### config.mk
export PLATFORM = sky130hd
export DESIGN_NAME = path_to_turn_commands
export DESIGN_NICKNAME = d
export VERILOG_FILES = /design/src/design/ptc_pkg.sv /design/src/design/ptc_step.sv /design/src/design/path_to_turn_commands.sv
export VERILOG_INCLUDE_DIRS = /design/src /design/src/design
export SDC_FILE = /design/constraint.sdc
export NUM_CORES = 1
export LEC_CHECK = 0
export BUFFER_PORTS_ARGS = -buffer_cell sky130_fd_sc_hd__buf_2
export CAP_MARGIN = 20
export CORE_MARGIN = 1
export CORE_UTILIZATION = 35
export CTS_CLUSTER_SIZE = 28
export DETAILED_ROUTE_END_ITERATION = 10
export GPL_ROUTABILITY_DRIVEN = 0
export PLACE_DENSITY = 0.58
export SLEW_MARGIN = 40
export SYNTH_ARGS = -nofsm -noshare
export SYNTH_HDL_FRONTEND = slang
export SYNTH_SLANG_ARGS = --single-unit
### constraint.sdc
create_clock -name clk -period 17.14 [get_ports clk]
set_input_delay 3.428 -clock clk [delete_from_list [all_inputs] [get_ports clk]]
set_output_delay 3.428 -clock clk [all_outputs]
set_load 0.1 [all_outputs]
### src/design/assert_macros.svh
// Assertion macros shared by the design files; empty when synthesized.
`ifndef ASSERT_MACROS_SVH
`define ASSERT_MACROS_SVH
`ifndef SYNTHESIS
// Same-cycle implication, disabled while reset is asserted.
`define ASSERT_IMPL(label, clk, rst_n, lhs, rhs) \
    label: assert property (@(posedge clk) disable iff (!rst_n) (lhs) |-> (rhs)) \
        else $error("assertion failed");
// Next-cycle implication, disabled while reset is asserted.
`define ASSERT_NEXT(label, clk, rst_n, lhs, rhs) \
    label: assert property (@(posedge clk) disable iff (!rst_n) (lhs) |=> (rhs)) \
        else $error("assertion failed");
`else
`define ASSERT_IMPL(label, clk, rst_n, lhs, rhs)
`define ASSERT_NEXT(label, clk, rst_n, lhs, rhs)
`endif
`endif

### src/design/ptc_pkg.sv
// Types and constants shared by the path to turn command block.
`timescale 1ns / 1ps

package ptc_pkg;

    // Default limit on the number of path points taken in one run.
    localparam int MAX_POINTS_DEFAULT = 20;

    // Headings: north is decreasing row, east is increasing column.
    localparam logic [1:0] HEAD_N = 2'd0;
    localparam logic [1:0] HEAD_E = 2'd1;
    localparam logic [1:0] HEAD_S = 2'd2;
    localparam logic [1:0] HEAD_W = 2'd3;

    // Command codes.
    localparam logic [1:0] CODE_RIGHT = 2'd0;
    localparam logic [1:0] CODE_LEFT  = 2'd1;
    localparam logic [1:0] CODE_END   = 2'd2;

    // Configuration register indexes.
    localparam logic [2:0] CFG_START_ROW  = 3'd0;
    localparam logic [2:0] CFG_START_COL  = 3'd1;
    localparam logic [2:0] CFG_TARGET_ROW = 3'd2;
    localparam logic [2:0] CFG_TARGET_COL = 3'd3;
    localparam logic [2:0] CFG_HEADING    = 3'd4;
    localparam logic [2:0] CFG_CM_VERT    = 3'd5;
    localparam logic [2:0] CFG_CM_HORIZ   = 3'd6;

    // Configuration register file.
    typedef struct packed {
        logic [5:0] start_row;
        logic [5:0] start_col;
        logic [5:0] target_row;
        logic [5:0] target_col;
        logic [1:0] initial_heading;
        logic [7:0] cm_vert;
        logic [7:0] cm_horiz;
    } cfg_t;

    // Run state carried from one point to the next.
    typedef struct packed {
        logic [5:0] cur_row;
        logic [5:0] cur_col;
        logic [1:0] heading;
        logic [7:0] straight_steps;
        logic       finished;
    } run_t;

    // One command produced by a point.
    typedef struct packed {
        logic        emit;
        logic [15:0] travel_cm;
        logic [1:0]  turn_code;
        logic        is_final;
    } cmd_t;

endpackage

### src/design/ptc_step.sv
// Combinational step logic: next run state and command for one path point.
`timescale 1ns / 1ps

module ptc_step
(
    input  ptc_pkg::cfg_t cfg,
    input  ptc_pkg::run_t run,
    input  logic          limit_reached,
    input  logic [5:0]    point_row,
    input  logic [5:0]    point_col,
    output ptc_pkg::run_t run_next,
    output ptc_pkg::cmd_t cmd,
    output logic          counted
);
    import ptc_pkg::*;

    logic       same_r;
    logic       same_c;
    logic       r_up;
    logic       r_down;
    logic       c_up;
    logic       c_down;
    logic       ahead;
    logic       right;
    logic       left;
    logic [1:0] right_head;
    logic [1:0] left_head;
    logic       hit_target;
    logic [7:0] step_count;
    logic [7:0] cm;
    logic [15:0] distance;

    // Position of the point relative to the current cell.
    assign same_r = (point_row == run.cur_row);
    assign same_c = (point_col == run.cur_col);
    assign r_up   = (point_row > run.cur_row);
    assign r_down = (point_row < run.cur_row);
    assign c_up   = (point_col > run.cur_col);
    assign c_down = (point_col < run.cur_col);
    assign hit_target = (point_row == cfg.target_row) && (point_col == cfg.target_col);

    // Classify the point against the heading.
    always_comb
    begin
        case (run.heading)
            HEAD_N:
            begin
                ahead      = r_down && same_c;
                right      = same_r && c_up;
                left       = same_r && c_down;
                right_head = HEAD_E;
                left_head  = HEAD_W;
            end
            HEAD_E:
            begin
                ahead      = same_r && c_up;
                right      = r_up && same_c;
                left       = r_down && same_c;
                right_head = HEAD_S;
                left_head  = HEAD_N;
            end
            HEAD_S:
            begin
                ahead      = r_up && same_c;
                right      = same_r && c_down;
                left       = same_r && c_up;
                right_head = HEAD_W;
                left_head  = HEAD_E;
            end
            default:
            begin
                ahead      = same_r && c_down;
                right      = r_down && same_c;
                left       = r_up && same_c;
                right_head = HEAD_N;
                left_head  = HEAD_S;
            end
        endcase
    end

    // Distance driven so far: steps plus one, saturated, times cm per block of the axis.
    assign step_count = (run.straight_steps == 8'hFF) ? 8'hFF : run.straight_steps + 8'd1;
    assign cm = (run.heading == HEAD_N || run.heading == HEAD_S) ? cfg.cm_vert : cfg.cm_horiz;
    assign distance = {8'd0, step_count} * {8'd0, cm};

    // Apply the rules in priority order: target, straight, turn.
    always_comb
    begin
        run_next      = run;
        cmd.emit      = 1'b0;
        cmd.travel_cm = distance;
        cmd.turn_code = CODE_END;
        cmd.is_final  = 1'b0;
        counted       = 1'b0;
        if (!run.finished && !limit_reached)
        begin
            counted = 1'b1;
            if (hit_target)
            begin
                cmd.emit          = 1'b1;
                cmd.turn_code     = CODE_END;
                cmd.is_final      = 1'b1;
                run_next.finished = 1'b1;
            end
            else if (ahead)
            begin
                if (run.straight_steps != 8'hFF)
                begin
                    run_next.straight_steps = run.straight_steps + 8'd1;
                end
                run_next.cur_row = point_row;
                run_next.cur_col = point_col;
            end
            else if (right || left)
            begin
                cmd.emit                = 1'b1;
                cmd.turn_code           = right ? CODE_RIGHT : CODE_LEFT;
                run_next.cur_row        = point_row;
                run_next.cur_col        = point_col;
                run_next.straight_steps = 8'd0;
                run_next.heading        = right ? right_head : left_head;
            end
        end
    end

endmodule

### src/design/path_to_turn_commands.sv
// Top level of the path to turn command block.
// Takes one grid path point per beat and produces turn and end commands. A point
// is held in an input register, then the step logic updates the run state and
// loads the result register, so one point is taken every cycle while the result
// register is free. A command that waits on m_axis_tready holds the point behind
// it in the input register, and the input stalls only while both registers are
// full and that command is not taken. The run state update (compare, one 8 by 8
// multiply, register load) is combinational into the run register, which sets the
// rate of one point per cycle when no command stalls. Any write to a listed
// configuration register restarts the run from the start cell and initial heading.
`timescale 1ns / 1ps
`include "assert_macros.svh"

module path_to_turn_commands
#(
    parameter int MAX_POINTS = ptc_pkg::MAX_POINTS_DEFAULT
)
(
    input  logic        clk,
    input  logic        rst_n,
    input  logic        cfg_we,
    input  logic [2:0]  cfg_index,
    input  logic [7:0]  cfg_data,
    input  logic        s_axis_tvalid,
    output logic        s_axis_tready,
    input  logic [15:0] s_axis_tdata,   // [5:0] point_row, [11:6] point_col, rest zero
    output logic        m_axis_tvalid,
    input  logic        m_axis_tready,
    output logic [15:0] m_axis_tdata,   // [15:0] travel_cm
    output logic [1:0]  m_axis_tuser,   // [1:0] turn_code
    output logic        m_axis_tlast    // is_final
);
    import ptc_pkg::*;

    localparam int PW = $clog2(MAX_POINTS + 1);

    cfg_t          cfg_reg;
    cfg_t          cfg_next;
    logic          cfg_hit;
    run_t          run_reg;
    run_t          run_step;
    run_t          run_restart;
    logic [PW-1:0] points_reg;
    logic          limit_reached;
    logic          counted;
    cmd_t          cmd;
    logic          in_valid_reg;
    logic [5:0]    in_row_reg;
    logic [5:0]    in_col_reg;
    logic          out_valid_reg;
    logic [15:0]   out_travel_reg;
    logic [1:0]    out_code_reg;
    logic          out_final_reg;
    logic          out_free;
    logic          advance;

    // Configuration register decode.
    always_comb
    begin
        cfg_next = cfg_reg;
        cfg_hit  = cfg_we;
        case (cfg_index)
            CFG_START_ROW:  cfg_next.start_row       = cfg_data[5:0];
            CFG_START_COL:  cfg_next.start_col       = cfg_data[5:0];
            CFG_TARGET_ROW: cfg_next.target_row      = cfg_data[5:0];
            CFG_TARGET_COL: cfg_next.target_col      = cfg_data[5:0];
            CFG_HEADING:    cfg_next.initial_heading = cfg_data[1:0];
            CFG_CM_VERT:    cfg_next.cm_vert         = cfg_data;
            CFG_CM_HORIZ:   cfg_next.cm_horiz        = cfg_data;
            default:        cfg_hit                  = 1'b0;
        endcase
    end

    // Run state reloaded on a restart.
    always_comb
    begin
        run_restart.cur_row        = cfg_next.start_row;
        run_restart.cur_col        = cfg_next.start_col;
        run_restart.heading        = cfg_next.initial_heading;
        run_restart.straight_steps = 8'd0;
        run_restart.finished       = 1'b0;
    end

    // Handshake: the result register frees when empty or being taken.
    assign out_free      = !out_valid_reg || m_axis_tready;
    assign advance       = in_valid_reg && out_free;
    assign s_axis_tready = !in_valid_reg || advance;
    assign limit_reached = (points_reg == PW'(MAX_POINTS));

    ptc_step u_step
    (
        .cfg           (cfg_reg),
        .run           (run_reg),
        .limit_reached (limit_reached),
        .point_row     (in_row_reg),
        .point_col     (in_col_reg),
        .run_next      (run_step),
        .cmd           (cmd),
        .counted       (counted)
    );

    // Configuration and run state.
    always_ff @(posedge clk or negedge rst_n)
    begin
        if (!rst_n)
        begin
            cfg_reg    <= '0;
            run_reg    <= '0;
            points_reg <= '0;
        end
        else if (cfg_hit)
        begin
            cfg_reg    <= cfg_next;
            run_reg    <= run_restart;
            points_reg <= '0;
        end
        else if (advance)
        begin
            run_reg <= run_step;
            if (counted)
            begin
                points_reg <= points_reg + PW'(1);
            end
        end
    end

    // Input register.
    always_ff @(posedge clk or negedge rst_n)
    begin
        if (!rst_n)
        begin
            in_valid_reg <= 1'b0;
        end
        else if (s_axis_tready)
        begin
            in_valid_reg <= s_axis_tvalid;
        end
    end

    always_ff @(posedge clk)
    begin
        if (s_axis_tready && s_axis_tvalid)
        begin
            in_row_reg <= s_axis_tdata[5:0];
            in_col_reg <= s_axis_tdata[11:6];
        end
    end

    // Result register.
    always_ff @(posedge clk or negedge rst_n)
    begin
        if (!rst_n)
        begin
            out_valid_reg <= 1'b0;
        end
        else if (out_free)
        begin
            out_valid_reg <= advance && cmd.emit;
        end
    end

    always_ff @(posedge clk)
    begin
        if (advance)
        begin
            out_travel_reg <= cmd.travel_cm;
            out_code_reg   <= cmd.turn_code;
            out_final_reg  <= cmd.is_final;
        end
    end

    assign m_axis_tvalid = out_valid_reg;
    assign m_axis_tdata  = out_travel_reg;
    assign m_axis_tuser  = out_code_reg;
    assign m_axis_tlast  = out_final_reg;

    // Checks on the block's own logic.
    `ASSERT_IMPL(a_final_is_end, clk, rst_n, m_axis_tvalid && m_axis_tlast, m_axis_tuser == CODE_END)
    `ASSERT_NEXT(a_finished_holds, clk, rst_n, run_reg.finished && !cfg_we, run_reg.finished)
    `ASSERT_IMPL(a_stall_cause, clk, rst_n, !s_axis_tready, in_valid_reg && !out_free)
    `ASSERT_IMPL(a_points_bound, clk, rst_n, 1'b1, points_reg <= PW'(MAX_POINTS))

endmodule

==> flow_summary.ini <==
[status]
status = finished, final reports clean

[synth]
synthesis.area_um2 = 7080
yosysTopAreaCell = dfrtp_1
synthCells = 686
yosys-top-cells-area = dfrtp_1 (25%), edfxtp_1 (13%), fa_1 (10%)
synth-seq-area-share = 0.386
synth.yosys.warnings = 0
synth.distinct_cells = 59
synth-main-ff-cell = dfrtp_1
synthArstFlopShare = 0.699
syn_nets = 809
ys_ff_latch = 103
syn_avg_cell_area_um2 = 10.3
synth_edf_count = 31
synth.top_cell.area_share = 0.254

[cts]
cts_setup_buffers = 0
cts_num_sinks = 103
clock_path_buffers = 2
clk_pin_slew_ps = 70
worstSkewPairLatency_ps = 360
cts_resized = 0
cts-root-buf = clkbuf_16
holdBufCountCts = 0
cts_made_buffers = 9
cts_tree = done
htreeDepth = 3

[final_layout]
fillers = 1971
largest_reg_flops = 42
fin_nets = 854
drive_above_1_share = 0.189
antenna_cells = 0
final_area_um2 = 7940
layout_commonest_cell = nor2_1
final_cell_mix = nor2_1 (110), inv_1 (73), dfrtp_1 (72), ha_1 (55), buf_2 (48)
area_growth_pct = 12.1

[timing]
finalHoldViolCount = 0
slew_viol_final = 0
fin_skew_ps = 15.5
clock.fmax_ghz = 0.133
rsz0062_at_grt = no
setup_viol = 0
fin_tns_setup_ps = 0
max_slew_margin = 0.468
holdWs_ps = 484
tightest_slew_ps = 793
period_share = 0.438
finalCriticalPeriod_ps = 7500

[pwr]
cell_internal_pwr_w = 0.000490
power_w = 0.000762
ir_worst_vdd_uv = 60.2
seq_power_share = 0.412
p_switching_w = 0.000271
switching_share = 0.356
p_leak_nw = 3.66
p_per_area_nw_per_um2 = 95.9
combPwrFrac = 0.301
pwr-share-clk = 0.287

[floorplanning]
fp.dieH_um = 144
die_w_um = 144
die_area_um2 = 20800
coreArea_um2 = 19700
io_pins = 53
placementRows = 51
start_util = 0.360

[critical_path]
endpoint_kind = primary output
cp.required_ps = 13710
crit_chain = buf_2, nand3b_1, buf_2
worst_path_largest_cell_delay_ps = 440
arrival_ps = 4070
worst-path-buf-inv = 2
critPathMostFrequentCell = buf_2
cp_max_fo = 3
critPathTopFamily = buffers and inverters
cp_slowest_cell = buf_2
startpoint_type = input port
path_class = in -> out

[detailed_routing]
drtIter0Drc = 236
ant_nets = 0
drc = 0
wl_um = 14300
dr.pass1.iters = 4
via_count = 4872
vias_per_cell = 4.87
wl_per_cell_um = 14.3

[placement]
hpwl_um = 10600
placement.io_buffers = 48
placed_area_um2 = 7620

[grt]
first_global_vias = 4747
antenna_found_initial = 0
grt_start_max_net_pins = 73
grt_pass1_wl_um = 24100
gr-total-overflow = 0
track_usage = 0.150

[run]
maxCapViolCount = 0

[min_path]
min_path_type = reg -> reg
per-layer routing:
metal | global-route usage | up-vias | part of all wire
li1 | - | 2430 | -
met1 | 0.198 | 2360 | 0.48
met2 | 0.250 | 68 | 0.48
met3 | 0.0265 | 14 | 0.022
met4 | 0.0465 | 0 | 0.013
met5 | 0 | - | 0
Yosys cell counts, types with 2 or more instances:
cell	instances
o21a_1	2
o22ai_1	2
or3_1	3
a311oi_1	2
xnor2_1	26
nand2_1	36
nor2_1	110
and3_1	13
nor2b_1	6
a41o_1	2
a21oi_1	16
mux2i_1	18
dfrtp_1	72
edfxtp_1	31
mux2_2	28
ha_1	55
o21ba_2	2
buf_6	2
a21oi_2	2
a211o_1	3
o41a_1	2
inv_1	74
clkbuf_1	14
o21bai_1	4
o21ai_0	13
nor3_1	20
a21o_1	3
nor3_2	3
a311oi_2	5
nor4_1	2
and2_1	7
nand3_1	11
fa_1	36
or2_2	12
nand4_1	7
o21ai_1	4
nand2b_1	6
nand4b_1	2
xor2_1	3
a221oi_2	6
o41ai_1	3
power by group through the flow:
stage | sequential, W | clock (W) | combinational (W)
final | 0.000314 | 0.000219 | 0.000229
after global routing | 0.000320 | 0.000234 | 0.000254
after CTS | 0.000314 | 0.000227 | 0.000231
after detailed placement | 0.000319 | 0 | 0.000230
after global placement | 0.000318 | 0 | 0.000228
after floorplan | 0.000361 | 0 | 0.000136
cells by family (layout without fill, tap and decap cells):
| kind of cell | after synthesis | in the layout | share of synthesized area |
|---|---|---|---|
| AOI/OAI and AO/OA | 82 | 82 | 0.0964 |
| xor gates and xnor gates | 29 | 29 | 0.0359 |
| adders and majority gates | 91 | 91 | 0.199 |
| buffers and inverters | 91 | 141 | 0.0503 |
| DFF | 103 | 103 | 0.386 |
| muxes | 46 | 46 | 0.0699 |
| and+or+nand+nor | 244 | 244 | 0.163 |
stage by stage:
| stage | util | cells | worst slack (ps) |
|---|---|---|---|
| after floorplan | - | 686 | 9460 |
| after global placement | 0.387 | 985 | 9640 |
| after detailed placement | 0.388 | 985 | 9630 |
| after CTS | 0.404 | 1001 | 9630 |
| after global routing | 0.404 | 1001 | 9610 |
| final | 0.404 | 1001 | 9640 |
path summary, 6_finish.rpt:
path	from	slack (ps)	cells after the start	to
setup / recovery	m_axis_tready	9640	3	s_axis_tready
hold / removal	cfg_reg[16]	480	1	cfg_reg[16]
setup reg to reg	run_reg[9]	10930	19	m_axis_tdata[15]
hold reg to reg	cfg_reg[16]	480	1	cfg_reg[16]
max in group asynchronous	rst_n	13480	2	cfg_reg[30]
min in group asynchronous	rst_n	3160	2	cfg_reg[24]
final cells by class:
type | instances | area (µm²) | area share
sequential | 103 | 2730 | 0.344
tap | 265 | 332 | 0.0418
clock buffer | 9 | 225 | 0.0284
timing repair buffer | 51 | 267 | 0.0336
clock inverter | 7 | 90.1 | 0.0113
inverter | 74 | 278 | 0.0350
multi-input combinational | 492 | 4020 | 0.506
Power figures use the tool's default switching activity.
